[src/sv/fdes_pkg.sv]
package fdes_pkg;

  localparam logic [1:0] ACT_START  = 2'd0;
  localparam logic [1:0] ACT_EXEC   = 2'd1;
  localparam logic [1:0] ACT_CANCEL = 2'd2;

  localparam logic [1:0] FND_OK     = 2'd0;
  localparam logic [1:0] FND_P2_BAD = 2'd1;

  localparam logic [2:0] RES_OK       = 3'd0;
  localparam logic [2:0] RES_FAILED   = 3'd1;
  localparam logic [2:0] RES_PENDING  = 3'd2;
  localparam logic [2:0] RES_CANCELED = 3'd3;
  localparam logic [2:0] RES_INVALID  = 3'd5;

  localparam logic [1:0] CMD_NONE  = 2'd0;
  localparam logic [1:0] CMD_P1    = 2'd1;
  localparam logic [1:0] CMD_ERASE = 2'd2;
  localparam logic [1:0] CMD_P2    = 2'd3;

  localparam logic [1:0] PH_IDLE       = 2'd0;
  localparam logic [1:0] PH_WAIT_P1    = 2'd1;
  localparam logic [1:0] PH_WAIT_ERASE = 2'd2;
  localparam logic [1:0] PH_WAIT_P2    = 2'd3;

  typedef struct packed {
    logic [1:0] action;
    logic [1:0] finder_result;
    logic [7:0] last_sector;
    logic       task_accepted;
    logic       command_accepted;
    logic [2:0] flash_result;
  } in_beat_t;

  typedef struct packed {
    logic       start_ok;
    logic [1:0] command;
    logic [7:0] sector;
    logic       busy_res;
    logic [2:0] job_result;
    logic       task_release;
  } out_beat_t;

  typedef struct packed {
    logic [1:0] phase;
    logic       busy;
    logic [2:0] result_code;
    logic [1:0] finder;
  } ctl_state_t;

endpackage

[src/sv/flash_dataset_erase_sequencer_core.sv]
// channel | ports                          | beat
// input   | in_valid, in_stall, in_data    | in_beat_t: event and its arguments
// result  | out_valid, out_stall, out_data | out_beat_t: command and job status
//
// One event per cycle sustained while out_stall is low; an accepted beat goes through
// the input register, then the result register, and from there onto the result channel.
// The job state advances as a beat moves from the input register to the result register.
// Synchronous active-low reset: phase idle, not busy, result ok, both stages empty.
// out_stall holds both stages; in_stall rises only when the input register cannot move.
module flash_dataset_erase_sequencer_core import fdes_pkg::*; #(
  parameter int MAX_SECTORS = 256
) (
  input  logic      clk,
  input  logic      rst_n,
  input  logic      in_valid,
  output logic      in_stall,
  input  in_beat_t  in_data,
  output logic      out_valid,
  input  logic      out_stall,
  output out_beat_t out_data
);

  localparam int MAX_IDX = (MAX_SECTORS > 256) ? 255 : MAX_SECTORS - 1;
  localparam int IW      = (MAX_SECTORS >= 256) ? 8 :
                           ((MAX_SECTORS > 1) ? $clog2(MAX_SECTORS) : 1);

  logic          in_vld_r;
  in_beat_t      in_beat_r;
  logic          out_vld_r;
  out_beat_t     out_beat_r;
  ctl_state_t    st_r, st_nxt;
  logic [IW-1:0] idx_r, idx_nxt;
  out_beat_t     res;
  logic          adv_out;
  logic          adv_in;

  assign adv_out   = !out_vld_r || !out_stall;
  assign adv_in    = !in_vld_r || adv_out;
  assign in_stall  = !adv_in;
  assign out_valid = out_vld_r;
  assign out_data  = out_beat_r;

  fdes_step #(
    .MAX_IDX (MAX_IDX),
    .IW      (IW)
  ) u_step (
    .beat    (in_beat_r),
    .cur     (st_r),
    .cur_idx (idx_r),
    .nxt     (st_nxt),
    .nxt_idx (idx_nxt),
    .res     (res)
  );

  always_ff @(posedge clk) begin
    if (!rst_n) begin
      in_vld_r  <= 1'b0;
      out_vld_r <= 1'b0;
      st_r      <= '{phase: PH_IDLE, busy: 1'b0, result_code: RES_OK, finder: FND_OK};
      idx_r     <= '0;
    end else begin
      if (adv_in) begin
        in_vld_r <= in_valid;
      end
      if (adv_out) begin
        out_vld_r <= in_vld_r;
        if (in_vld_r) begin
          st_r  <= st_nxt;
          idx_r <= idx_nxt;
        end
      end
    end
  end

  always_ff @(posedge clk) begin
    if (adv_in && in_valid) begin
      in_beat_r <= in_data;
    end
    if (adv_out && in_vld_r) begin
      out_beat_r <= res;
    end
  end

endmodule

[src/sv/fdes_step.sv]
module fdes_step import fdes_pkg::*; #(
  parameter int MAX_IDX = 255,
  parameter int IW      = 8
) (
  input  in_beat_t   beat,
  input  ctl_state_t cur,
  input  logic [IW-1:0] cur_idx,
  output ctl_state_t nxt,
  output logic [IW-1:0] nxt_idx,
  output out_beat_t  res
);

  logic [2:0]    fres;
  logic [7:0]    last_sat;
  logic [IW-1:0] idx_dec;

  assign fres     = (beat.flash_result > RES_INVALID) ? RES_INVALID : beat.flash_result;
  assign last_sat = (beat.last_sector > 8'(MAX_IDX)) ? 8'(MAX_IDX) : beat.last_sector;
  assign idx_dec  = cur_idx - IW'(1);

  always_comb begin
    nxt              = cur;
    nxt_idx          = cur_idx;
    res.start_ok     = 1'b0;
    res.command      = CMD_NONE;
    res.sector       = 8'd0;
    res.task_release = 1'b0;
    case (beat.action)
      ACT_START: begin
        if (cur.phase == PH_IDLE && beat.task_accepted) begin
          res.start_ok    = 1'b1;
          nxt.busy        = 1'b1;
          nxt.result_code = RES_PENDING;
          nxt.finder      = beat.finder_result;
          nxt_idx         = IW'(last_sat);
        end
      end
      ACT_EXEC: begin
        if (cur.busy) begin
          case (cur.phase)
            PH_IDLE: begin
              if (cur.finder == FND_OK || cur.finder == FND_P2_BAD) begin
                res.command = CMD_P1;
                nxt.phase   = PH_WAIT_P1;
              end else begin
                res.command = CMD_ERASE;
                res.sector  = 8'(cur_idx);
                nxt.phase   = PH_WAIT_ERASE;
              end
            end
            PH_WAIT_P1: begin
              if (fres == RES_OK) begin
                res.command = CMD_ERASE;
                res.sector  = 8'(cur_idx);
                nxt.phase   = PH_WAIT_ERASE;
              end
            end
            PH_WAIT_ERASE: begin
              if (fres == RES_OK) begin
                if (cur_idx != '0) begin
                  nxt_idx     = idx_dec;
                  res.command = CMD_ERASE;
                  res.sector  = 8'(idx_dec);
                  nxt.phase   = PH_WAIT_ERASE;
                end else begin
                  res.command = CMD_P2;
                  nxt.phase   = PH_WAIT_P2;
                end
              end
            end
            default: begin
            end
          endcase
          if (res.command == CMD_NONE) begin
            nxt.result_code  = fres;
            nxt.busy         = 1'b0;
            nxt.phase        = PH_IDLE;
            res.task_release = 1'b1;
          end else if (!beat.command_accepted) begin
            nxt.result_code  = RES_FAILED;
            nxt.busy         = 1'b0;
            nxt.phase        = PH_IDLE;
            res.task_release = 1'b1;
          end
        end
      end
      ACT_CANCEL: begin
        nxt.result_code  = RES_CANCELED;
        nxt.busy         = 1'b0;
        nxt.phase        = PH_IDLE;
        res.task_release = 1'b1;
      end
      default: begin
      end
    endcase
    res.busy_res   = nxt.busy;
    res.job_result = nxt.result_code;
  end

endmodule

[config.mk]
export PLATFORM = sky130hd
export DESIGN_NAME = flash_dataset_erase_sequencer_core
export DESIGN_NICKNAME = d
export VERILOG_FILES = /design/src/sv/fdes_pkg.sv /design/src/sv/flash_dataset_erase_sequencer_core.sv /design/src/sv/fdes_step.sv
export SDC_FILE = /design/constraint.sdc
export NUM_CORES = 1
export LEC_CHECK = 0
export BUFFER_PORTS_ARGS = -buffer_cell sky130_fd_sc_hd__buf_2
export CORE_UTILIZATION = 45
export DETAILED_ROUTE_END_ITERATION = 6
export PLACE_DENSITY = 0.65
export SLEW_MARGIN = 20
export SYNTH_ARGS = -nofsm -noshare
export SYNTH_HDL_FRONTEND = slang
export SYNTH_SLANG_ARGS = --single-unit
[constraint.sdc]
create_clock -name clk -period 2.4 [get_ports clk]
set_input_delay 0.36 -clock clk [delete_from_list [all_inputs] [get_ports clk]]
set_output_delay 0.36 -clock clk [all_outputs]
set_load 0.02 [all_outputs]
==> results of run 1 <==
through the flow:
step / total power [W] / instances / utilization, % / area [µm²] / worst slack, ns
after global placement: 0.001180 / 356 / 52.21 / 2910 / 0.1957
after CTS: 0.001790 / 364 / 54.37 / 3030 / 0.1465
after global routing: 0.001851 / 364 / 54.50 / 3038 / 0.02710
after detailed placement: 0.001183 / 356 / 52.21 / 2910 / 0.1758
final: 0.001769 / 364 / 54.50 / 3038 / 0.1762
after floorplan: 0.001115 / 250 / - / 2645 / 0.3688
area by class of cell:
| class | count | area (µm²) | area share [%] |
|---|---|---|---|
| clock buffer | 6 | 82.58 | 2.718 |
| clock inverter | 2 | 37.54 | 1.236 |
| inverter | 15 | 56.30 | 1.853 |
| multi-input combinational | 171 | 1195 | 39.33 |
| sequential | 49 | 1301 | 42.83 |
| tap | 72 | 90.09 | 2.965 |
| timing repair buffer | 49 | 275.3 | 9.061 |
power by group through the flow:
stage                     Sequential [W]  Clock [W]  Combinational [W]
final                           0.000957   0.000604           0.000207
after global routing            0.000962   0.000659           0.000230
after CTS                       0.000957   0.000626           0.000207
after detailed placement        0.000976          0           0.000206
after global placement          0.000976          0           0.000204
after floorplan                 0.000982          0           0.000132
worst max-delay path: cells and delay by family (launching register included):
kind / cells / cell delay [ns]
AO/OA/AOI/OAI: 2 / 0.59
adder cells (fa/ha/maj): 1 / 0.24
buffers and inverters: 1 / 0.10
flip-flops: 1 / 0.35
AND/OR/NAND/NOR: 2 / 0.89
path summary, 6_finish.rpt:
path | from | to | slack, ns | depth (start not counted)
worst max-delay path | st_r[6] | idx_r[5] | 0.18 | 6
worst min-delay path | in_data[11] | in_beat_r[11] | 0.23 | 1
worst max register to register | st_r[6] | idx_r[5] | 0.18 | 6
worst min register to register | st_r[3] | st_r[3] | 0.48 | 2
per-layer routing:
layer	GRT usage (%)	vias to the layer above
li1	-	1030
met5	0	-
met2	29.04	67
met1	26.61	942
met3	4.419	2
met4	6.667	0
kinds of logic after synthesis:
logic type	Yosys count	share of synthesized area, %
adder cells (fa/ha/maj)	9	4.257
flip-flops	49	49.20
multiplexers	3	1.183
AND/OR/NAND/NOR	84	18.02
buffers and inverters	30	5.913
AO/OA/AOI/OAI	75	21.43
state kept, by name, indices dropped and copies added (netlist names):
signal / count
in_vld_r: 1
in_beat_r: 16
idx_r: 8
out_valid: 1
out_data: 16
st_r: 7
synthesized netlist by cell type (all sizes together), types with 5 or more instances:
cell type,count
ha,9
dfxtp,17
edfxtp,32
clkbuf,9
a21oi,18
a31oi,8
o21ai,7
nor2,19
nand3,6
nand2,17
buf,5
nand2b,7
inv,14
nor3,8
a311oi,6
cells in the final DEF (no fill, tap or decap), drive strengths merged, types with 3 or more instances in the layout:
cell type | netlist | final
nor2 | 19 | 19
buf | 5 | 49
ha | 9 | 9
a21oi | 18 | 18
o21ai | 7 | 7
o31ai | 3 | 3
and3 | 3 | 3
clkbuf | 9 | 6
a31oi | 8 | 8
nand3 | 6 | 6
o311ai | 3 | 3
dfxtp | 17 | 17
and2b | 3 | 3
nand2 | 17 | 17
or3 | 3 | 3
edfxtp | 32 | 32
a311oi | 6 | 6
o22ai | 3 | 3
o41ai | 3 | 3
nand2b | 7 | 7
a21o | 3 | 3
inv | 14 | 14
nor3 | 8 | 8
a211oi | 3 | 3
==> run summary, run 1 <==
In the synthesized netlist the dominant register cell turns out to be edfxtp_1. For this block, the via count after detailed routing is 2041. Of all nets on the critical path, the largest fanout is 8.

The first global-routing pass estimated 9170 µm of wire. The worst setup path is launched from a register. In this run, flip-flops and latches consume 54.1% of the power.

The number of antenna violations at the first check in global routing was 0; the share of flip-flops with an asynchronous set or reset after synthesis was 0%. Largest incremental delay on the critical path: 0.54 ns. The critical path goes through inv_1, ha_1, or4b_4, a32o_2, or2_1, a221oi_2. Clock share of power: 34.2%.

Across the run, the number of max-cap violations was 0. The H-tree level count was 2; the CTS sink count was 49. The residual antenna-violating net count after detailed routing was 0. The later-pin clock latency in the skew report came out at 0.30 ns. The clock-pin slew on the worst setup and hold paths was 0.09 ns; the number of enable flip-flop cells after synthesis was 32. The initial DRC count came out at 149. The logs give 0 ns for the final-layout setup total negative slack and 1964 for the number of global-route vias before repair.

In this run, synthesis produced a sequential element count of 49. The logs give 0.001356 W for the internal power contribution and 2 for the maximum buffer depth of the clock tree. In this run, the combinational gates consume 11.7% of the power. Worst voltage drop across the vdd grid: 0.0004281 V.

The minimum period implied by the final worst setup slack was 2.224 ns; the signed area change from the synthesized netlist to the final layout was 14.85%. The flow ran to the end, and the final reports show no timing, DRC or antenna violations. The count of buffers from port buffering was 37. For this design the ratio of total power to cell area is 582.3 nW/µm². The tools report the CTS root buffer as clkbuf_8.

TritonCTS built the clock tree. At the pin with the least slew margin, the transition time is 0.5927 ns. The final clock skew is 0.007054 ns. The logs give 0 for the number of buffers inserted by hold repair at cts and 280 for the number of nets produced by synthesis. Fill cells in the final layout number 499.

In this run the count of I/O pins placed on the die edge is 39. The switching portion of total power was 23.36%. Summed over all nets, wire length on met2 after detailed routing comes to 2290 µm. Once the floorplan was initialized, standard cells occupied 47.45% of the core.

Clock tree synthesis inserted a total of 5 buffers. The type of the setup path with the least slack is register to register. Post-CTS repair changed the size of 0 cells.

The net count of the finished layout is 321. The number of detailed-routing iterations run before antenna repair was 4; the share of the clock period used by the worst path after layout was 92.66%. In the post-synthesis netlist, the biggest area contributors are edfxtp_1 (36%), dfxtp_1 (13%), ha_1 (4.3%), a21oi_1 (3.2%), nor2_1 (2.7%). The repair_antennas step left the layout with diodes totalling 0. The logs give 70 for the number of distinct library cell variants in the gate-level netlist after synthesis and 0 for the total of endpoints with negative setup slack in the final report. Cells with a size suffix above 1 make up 26.03% of the layout. The switching power of the nets is 0.0004132 W.

For this run, the total global-route usage over all layers was measured as 19.14%. The total overflow left after global routing is 0. The total leakage power is 1.140 nW. The logs give 250 for the number of standard cells after synthesis and 24 for the largest net degree at the start of global routing. Wire length on met1: 2627 µm. The number of setup buffers added after CTS is 0. The path class of the tightest hold or removal check is input pin to register. The capturing element type of the critical path is a register. The core area is 5574 µm², and the number of hold violations in the final report is 0.

The routed via count divided by cell count is 5.607. Dividing the detail-routed wire length by the instance count gives 14.55 µm. The floorplan step defined a die boundary enclosing 6188 µm². Setup repair after global routing left no endpoint under its margin. Routability-driven placement finished with a final weighted congestion of 0.8289. During synthesis, Yosys emitted a total of 0 warnings. Sequential cells were found to cover 49.20% of the synthesized design area. For the achievable clock frequency, the log shows 449.7 MHz. The placement row count is 27, and the mean cell area of the mapped netlist is 10.58 µm².

STA puts the critical path data required time at 2.62 ns. The logs give 60.18% for the worst max-slew margin expressed relative to the limit and 2.45 ns for the worst endpoint data arrival time. The area fraction of the dominant cell type after synthesis came out at 36.33%. After synthesis the cells add up to 2645 µm². In the routed design, unresolved DRC markers number 0. Hold timing on the final database bottoms out at a slack of 0.2256 ns.

For this block, the routed nets add up to 5295 µm of wire. The post-synthesis cell type with the largest combined area was edfxtp_1. For the routed wire length on met3, the log shows 339 µm.

Measured along the x axis, the die boundary spans 78.67 µm. The detailed router used layers up to and including met4. The die span in y was 78.67 µm; the post-detailed-placement half-perimeter wirelength was 3843 µm. The run gives 0 as the final number of max-transition violations.

The largest individual stage delay along the critical path comes from the cell or4b_4.
Power figures use the tool's default switching activity.
==> inputs of run 2 (changes only) <==
Settings changed: CORE_MARGIN from default to 3, GPL_TIMING_DRIVEN from default to 0.
==> run summary, run 2 (synthesized netlist as in run 1, its figures left out) <==
The flow ran to the end, and the final reports show no timing, DRC or antenna violations. The logic depth of the worst register-to-register path was 7 (+1); the count of buffers from port buffering was 37 (unchanged). The type of the setup path with the least slack is register to register. The total overflow reported by the global router was 0 (unchanged). The TritonCTS buffer count was 5 (unchanged).

The tools report the effective utilization at floorplan as 47.17% (-0.29 points). Walking the worst path, the cells encountered are inv_1, ha_1, or4b_4, a21oi_4, clkbuf_4, o21ai_0, a311oi_1. The proportion of layout cells with a drive suffix above 1 was 24.07% (-2.0 points).

Worst endpoint data arrival time: 2.41 ns (-0.04 ns). The CTS sink count was 49 (unchanged); the number of buffers inserted by hold repair at cts was 0 (unchanged). The post-cts gate resize count was 0 (unchanged); the later-pin clock latency in the skew report was 0.30 ns (about the same).

The pin slew with the least headroom to its limit is 0.8300 ns (+0.2372 ns), and the buffers inserted during post-CTS setup optimization is 0 (unchanged). The cell depth of the worst min-delay path is 1 (unchanged). For the worst max-slew margin expressed relative to the limit, the log shows 44.21% (-16 points). The routed via count divided by cell count works out to 5.678 (+1.3%). The final clock skew is 0.003407 ns (-0.003647 ns). The tools report the total routed wirelength as 5658 µm (+6.9%). The total leakage power is 1.131 nW (-0.85%), and the pre-CTS worst setup slack is 0.05736 ns (-0.1185 ns). The tools report the required time of the worst setup path as 2.50 ns (-0.12 ns).

In the layout the commonest cells are buf_2 (37), edfxtp_1 (32), nor2_1 (19). The tools report the routability congestion estimate as 0.8534 (+3.0%). TritonCTS built the clock tree. The worst voltage drop across the vdd grid was 0.0003151 V (-26%); the number of antenna violations at the first check in global routing was 0 (unchanged). The number of maximum-capacitance constraint violations is 0 (unchanged), and the aggregate global-route resource usage is 18.00% (-1.1 points).

The tools report the achievable clock frequency as 432.3 MHz (-3.9%). The class of the tightest hold or removal check is input pin to register. The per-cell routed wire length is 15.42 µm (+6.0%). Cell type of the slowest stage on the worst timing path: or4b_4. The worst register-to-register path ends at out_data[11].

The tools report the number of global-route vias before repair as 1861 (-5.2%). The highest net fanout along the worst path was 10 (+2); the number of antenna diodes was 0 (unchanged). The maximum buffer depth of the clock tree is 2 (unchanged). The die outline area was 6834 µm² (+10%); the initial DRC count was 199 (+34%). The tools report the kind of launch point of the worst setup path as a register. For the largest net degree at the start of global routing, the log shows 25 (+4.2%). The chip width was 82.67 µm (+5.1%).

Count of placed standard cells in the final layout, fillers left out: 367 (+0.82%). The number of fill cells in the layout came out at 512 (+2.6%). The die span in y came out at 82.67 µm (+5.1%).

The tools report the capturing element type of the critical path as a register. The global-route wire length before repair was 9252 µm (+0.89%); the largest incremental delay on the critical path was 0.54 ns (about the same). CTS placed an instance of clkbuf_8 at the clock tree root.

Minimum period implied by the final worst setup slack: 2.313 ns (+0.08922 ns). For the core area, the log shows 5608 µm² (+0.61%). The run gives 0.08697 ns (-0.08922 ns) as the final critical-path setup slack. The tools report the final number of max-transition violations as 0 (unchanged). The register-to-register setup slack was 0.09 ns (-0.09 ns).

The share of the clock period used by the worst path after layout is 96.38% (+3.7 points), and the H-tree level count is 2 (unchanged). For the final-layout setup total negative slack, the log shows 0 ns (unchanged). The power density normalized to cell area is 548.0 nW/µm² (-5.9%).

The via count of the routed design came out at 2084 (+2.1%). The placement row count was 27 (unchanged). The residual antenna-violating net count after detailed routing came out at 0 (unchanged).

Compared with the post-synthesis result, the final layout area differs by 14.33%. For the number of DRC violations after detailed routing, the log shows 0 (unchanged). The run gives 0 (unchanged) as the number of hold violations in the final report. For the number of detailed-routing iterations run before antenna repair, the log shows 6 (+2).

The most frequent standard cell in the layout excluding fill and tap cells was buf_2. The run gives 39 (unchanged) as the number of top-level design ports. The worst hold path terminates at in_beat_r[7]. For the worst hold margin, the log shows 0.2301 ns (+0.004517 ns). In this run the critical register-to-register path is launched from st_r[6].

The number of buffers and inverters on the critical path is 2 (+1). The total of endpoints with negative setup slack in the final report was 0 (unchanged). For the total placed cells including tap cells, the log shows 359 (+0.84%).

For the number of nets in the layout, the log shows 324 (+0.93%). The clock-pin slew on the worst setup and hold paths came out at 0.09 ns (about the same). Kind of cell adding the most delay to the critical path: compound AO/OA/AOI/OAI gates. The start point of the worst hold path was in_data[7]. Post-route total power: 0.001657 W (-6.3%). Setup repair after global routing left no endpoint under its margin. The tools report the post-detailed-placement half-perimeter wirelength as 4158 µm (+8.2%).
[run 2: cell count changes in the layout (fill, tap and decap cells not counted), sizes merged]
cell         delta
bufinv          -1
buf             -8
clkinv          +2
dlygate4sd1     +1
clkbuf         +10
clkinvlp        -1
[run 2: how the worst max path moves through the flow]
stage / endpoint / start / cells after the start
after floorplan: idx_r[0] / st_r[6] / 7
after global placement: out_data[11] / st_r[6] / 7
after detailed placement: out_data[11] / st_r[6] / 7
after CTS: out_data[11] / st_r[6] / 7
after global routing: out_data[11] / st_r[6] / 7
final: out_data[11] / st_r[6] / 7
[run 2: cell type report]
class	count	area, µm²	area share [%]
sequential	49	1301	43.03
multi-input combinational	171	1197	39.59
timing repair buffer	37	185.2	6.123
buffer	15	102.6	3.393
tap	72	90.09	2.979
clock buffer	6	82.58	2.731
inverter	15	56.30	1.862
clock inverter	2	8.758	0.2896
[run 2: metrics by stage]
stage / cell area, µm² / util (%)
2_1_floorplan: 2645 / -
6_report: 3024 / 53.93
5_1_grt: 3024 / 53.93
3_3_place_gp: 2920 / 52.08
3_5_place_dp: 2923 / 52.12
4_1_cts: 3014 / 53.75
[run 2: metal layers]
metal | GRT usage [%] | vias to the layer above | routed length (µm)
li1 | - | 1035 | -
met1 | 25.99 | 953 | 2679
met2 | 27.40 | 89 | 2510
met3 | 2.928 | 7 | 375
met4 | 6.046 | 0 | 92
met5 | 0 | - | 0
[run 2: power by group]
| group | switching (W) | leakage [nW] | total, W | internal [W] |
|---|---|---|---|---|
| registers | 0.0000178 | 0.451 | 0.000952 | 0.000934 |
| clock network | 0.000263 | 0.0486 | 0.000491 | 0.000229 |
| logic | 0.000134 | 0.631 | 0.000213 | 0.0000796 |
[run 2: worst reg2reg max path, stage by stage, from the launching register on]
cell	delay, ns
dfxtp_1	0.35
inv_1	0.09
ha_1	0.25
or4b_4	0.54
a21oi_4	0.24
clkbuf_4	0.25
o21ai_0	0.09
a311oi_1	0.32
==> inputs of run 3 (changes only) <==
Settings changed: CORE_MARGIN 3 to default.
==> run summary, run 3 (synthesized netlist as in run 1, its figures left out) <==
The flow ran to the end, and the final reports show no timing, DRC or antenna violations. The effective utilization at floorplan came out at 47.45% (+0.29 points). Power density normalized to cell area: 577.2 nW/µm² (+5.3%). The CTS sink count came out at 49 (unchanged).

The source of the worst register-to-register timing path was st_r[6]. The chip width came out at 78.67 µm (-4.8%). The via count of the routed design was 2004 (-3.8%).

TritonCTS buffer count: 5 (unchanged). Setup repair after global routing left no endpoint under its margin. The total of endpoints with negative setup slack in the final report was 0 (unchanged).

TritonCTS built the clock tree. The final critical-path setup slack is 0.1695 ns (+0.08256 ns). Most frequent standard cell in the layout excluding fill and tap cells: buf_2. The tools report the maximum buffer depth of the clock tree as 2 (unchanged).

The count of buffers from port buffering is 37 (unchanged). The proportion of layout cells with a drive suffix above 1 came out at 24.07% (unchanged). Signed area change from the synthesized netlist to the final layout: 15.28%. The placement row count was 27 (unchanged); the post-route total power was 0.001760 W (+6.2%).

For the achievable clock frequency, the log shows 448.3 MHz (+3.7%). The core area is 5574 µm² (-0.60%). The number of detailed-routing iterations run before antenna repair is 4 (-2), and the worst max-slew margin expressed relative to the limit is 43.32% (-0.89 points).

The total routed wirelength was 5295 µm (-6.4%). The per-cell routed wire length is 14.43 µm (-6.4%). The number of antenna violations at the first check in global routing came out at 0 (unchanged). In this run the critical register-to-register path is captured at idx_r[5].

The clock-pin slew on the worst setup and hold paths was 0.08 ns (about the same). The number of global-route vias before repair came out at 1794 (-3.6%). The critical path is of the register to register type. Global-route wire length before repair: 8942 µm (-3.4%). The tools report the final number of max-transition violations as 0 (unchanged). The total leakage power was 1.140 nW (+0.87%). Initial DRC count: 167 (-16%). For the post-layout utilization of the core, the log shows 54.70% (+0.78 points). The logs give 0 (unchanged) for the number of buffers inserted by hold repair at cts and 0 ns (unchanged) for the final-layout setup total negative slack. The tools report the pre-CTS worst setup slack as 0.08012 ns (+0.02276 ns). The cell type of the slowest stage on the worst timing path is or4b_4.

The tools report the required time of the worst setup path as 2.62 ns (+0.12 ns). The signal on the critical path passes through inv_1, ha_1, or4b_4, a32o_2, or2_1, buf_6, a221oi_2. The run gives 6188 µm² (-9.4%) as the die outline area.

The CTS root buffer is clkbuf_8. The routed via count divided by cell count works out to 5.460 (-3.8%). For the number of hold violations in the final report, the log shows 0 (unchanged).

The tools report the post-cts gate resize count as 0 (unchanged). The minimum period implied by the final worst setup slack was 2.230 ns (-0.08256 ns); the number of antenna diodes was 0 (unchanged). The run gives 18.74% (+0.73 points) as the aggregate global-route resource usage.

For the worst voltage drop across the vdd grid, the log shows 0.0003514 V (+12%). The min-delay analysis places its worst path in the category input pin to register. The tools report the final clock skew as 0.003994 ns (+0.0005865 ns). STA classifies the critical path startpoint as a register. For hold timing, the worst endpoint is in_beat_r[10]. The tools report the start point of the worst hold path as in_data[10].

The cell depth of the worst min-delay path is 1 (unchanged), and the number of top-level design ports is 39 (unchanged). The largest incremental delay on the critical path is 0.54 ns (about the same), and the number of nets in the layout is 324 (unchanged). The worst setup path is captured at a register.

The buffers inserted during post-CTS setup optimization was 0 (unchanged); the worst endpoint data arrival time was 2.45 ns (+0.04 ns). The later-pin clock latency in the skew report was 0.30 ns (about the same); the logic depth of the worst register-to-register path was 7 (unchanged). The register-to-register setup slack came out at 0.17 ns (+0.08 ns). The residual antenna-violating net count after detailed routing is 0 (unchanged). The total overflow reported by the global router was 0 (unchanged). The pin slew with the least headroom to its limit was 0.8432 ns (+0.01318 ns); the share of the clock period used by the worst path after layout was 92.94% (-3.4 points). The run gives 0.8499 (-0.41%) as the routability congestion estimate. The highest net fanout along the worst path works out to 8 (-2). The largest net degree at the start of global routing was 25 (unchanged). The run gives 3879 µm (-6.7%) as the post-detailed-placement half-perimeter wirelength. Leaving out fill and tap cells, the most frequent cells in the layout are buf_2 (37), edfxtp_1 (32), nor2_1 (19). The H-tree level count is 2 (unchanged). The logs give 0 (unchanged) for the number of maximum-capacitance constraint violations and 0 (unchanged) for the number of DRC violations after detailed routing. The die span in y was 78.67 µm (-4.8%).
-- run 3: changes by cell type in the layout (fill, tap and decap cells not counted), sizes merged --
| cell | before | now |
|---|---|---|
| bufinv | 0 | 1 |
| clkinv | 3 | 1 |
| clkbuf | 16 | 17 |
-- run 3: metal layers --
metal  track usage (%)  wire length (µm)  vias to the layer above
met5                 0                 0                        -
met1             27.64              2702                      906
li1                  -                 -                     1034
met3             3.837               260                        7
met4             6.667                87                        0
met2             26.87              2244                       57
-- run 3: cell type report --
| class | count | area, µm² |
|---|---|---|
| plain buffers | 15 | 102.6 |
| multi-input cells | 171 | 1197 |
| inverters | 15 | 56.30 |
| clock inverters | 1 | 30.03 |
| flip-flops and latches | 49 | 1301 |
| well taps | 72 | 90.09 |
| clock buffers | 7 | 86.33 |
| fillers | 510 | 2525 |
| repair buffers | 37 | 185.2 |
-- run 3: critical path, delay by kind of cell, from the launching register on --
family	cells	cell delay, ns
compound gates	2	0.55
simple gates	2	0.79
buf+inv	2	0.23
fa+ha+maj	1	0.23
flops	1	0.35
-- run 3: metrics by stage --
step / std cells / area, µm² / hold slack (ns)
after floorplan: 250 / 2645 / 0.4412
after global placement: 359 / 2920 / 0.4583
after detailed placement: 359 / 2923 / 0.4658
after CTS: 367 / 3039 / 0.2209
after global routing: 367 / 3049 / 0.2091
final: 367 / 3049 / 0.2295
-- run 3: how the worst max path moves through the flow --
stage,start,end
4_1_cts,st_r[6],out_data[11]
6_report,st_r[6],idx_r[5]
2_1_floorplan,st_r[6],idx_r[0]
3_5_place_dp,st_r[6],out_data[11]
5_1_grt,st_r[6],out_data[12]
3_3_place_gp,st_r[6],out_data[11]
-- run 3: power by group --
group	leakage, nW	total, W	internal, W	switching [W]
Combinational	0.631	0.000211	0.0000794	0.000131
Clock	0.0585	0.000598	0.000340	0.000258
Sequential	0.451	0.000951	0.000934	0.0000171
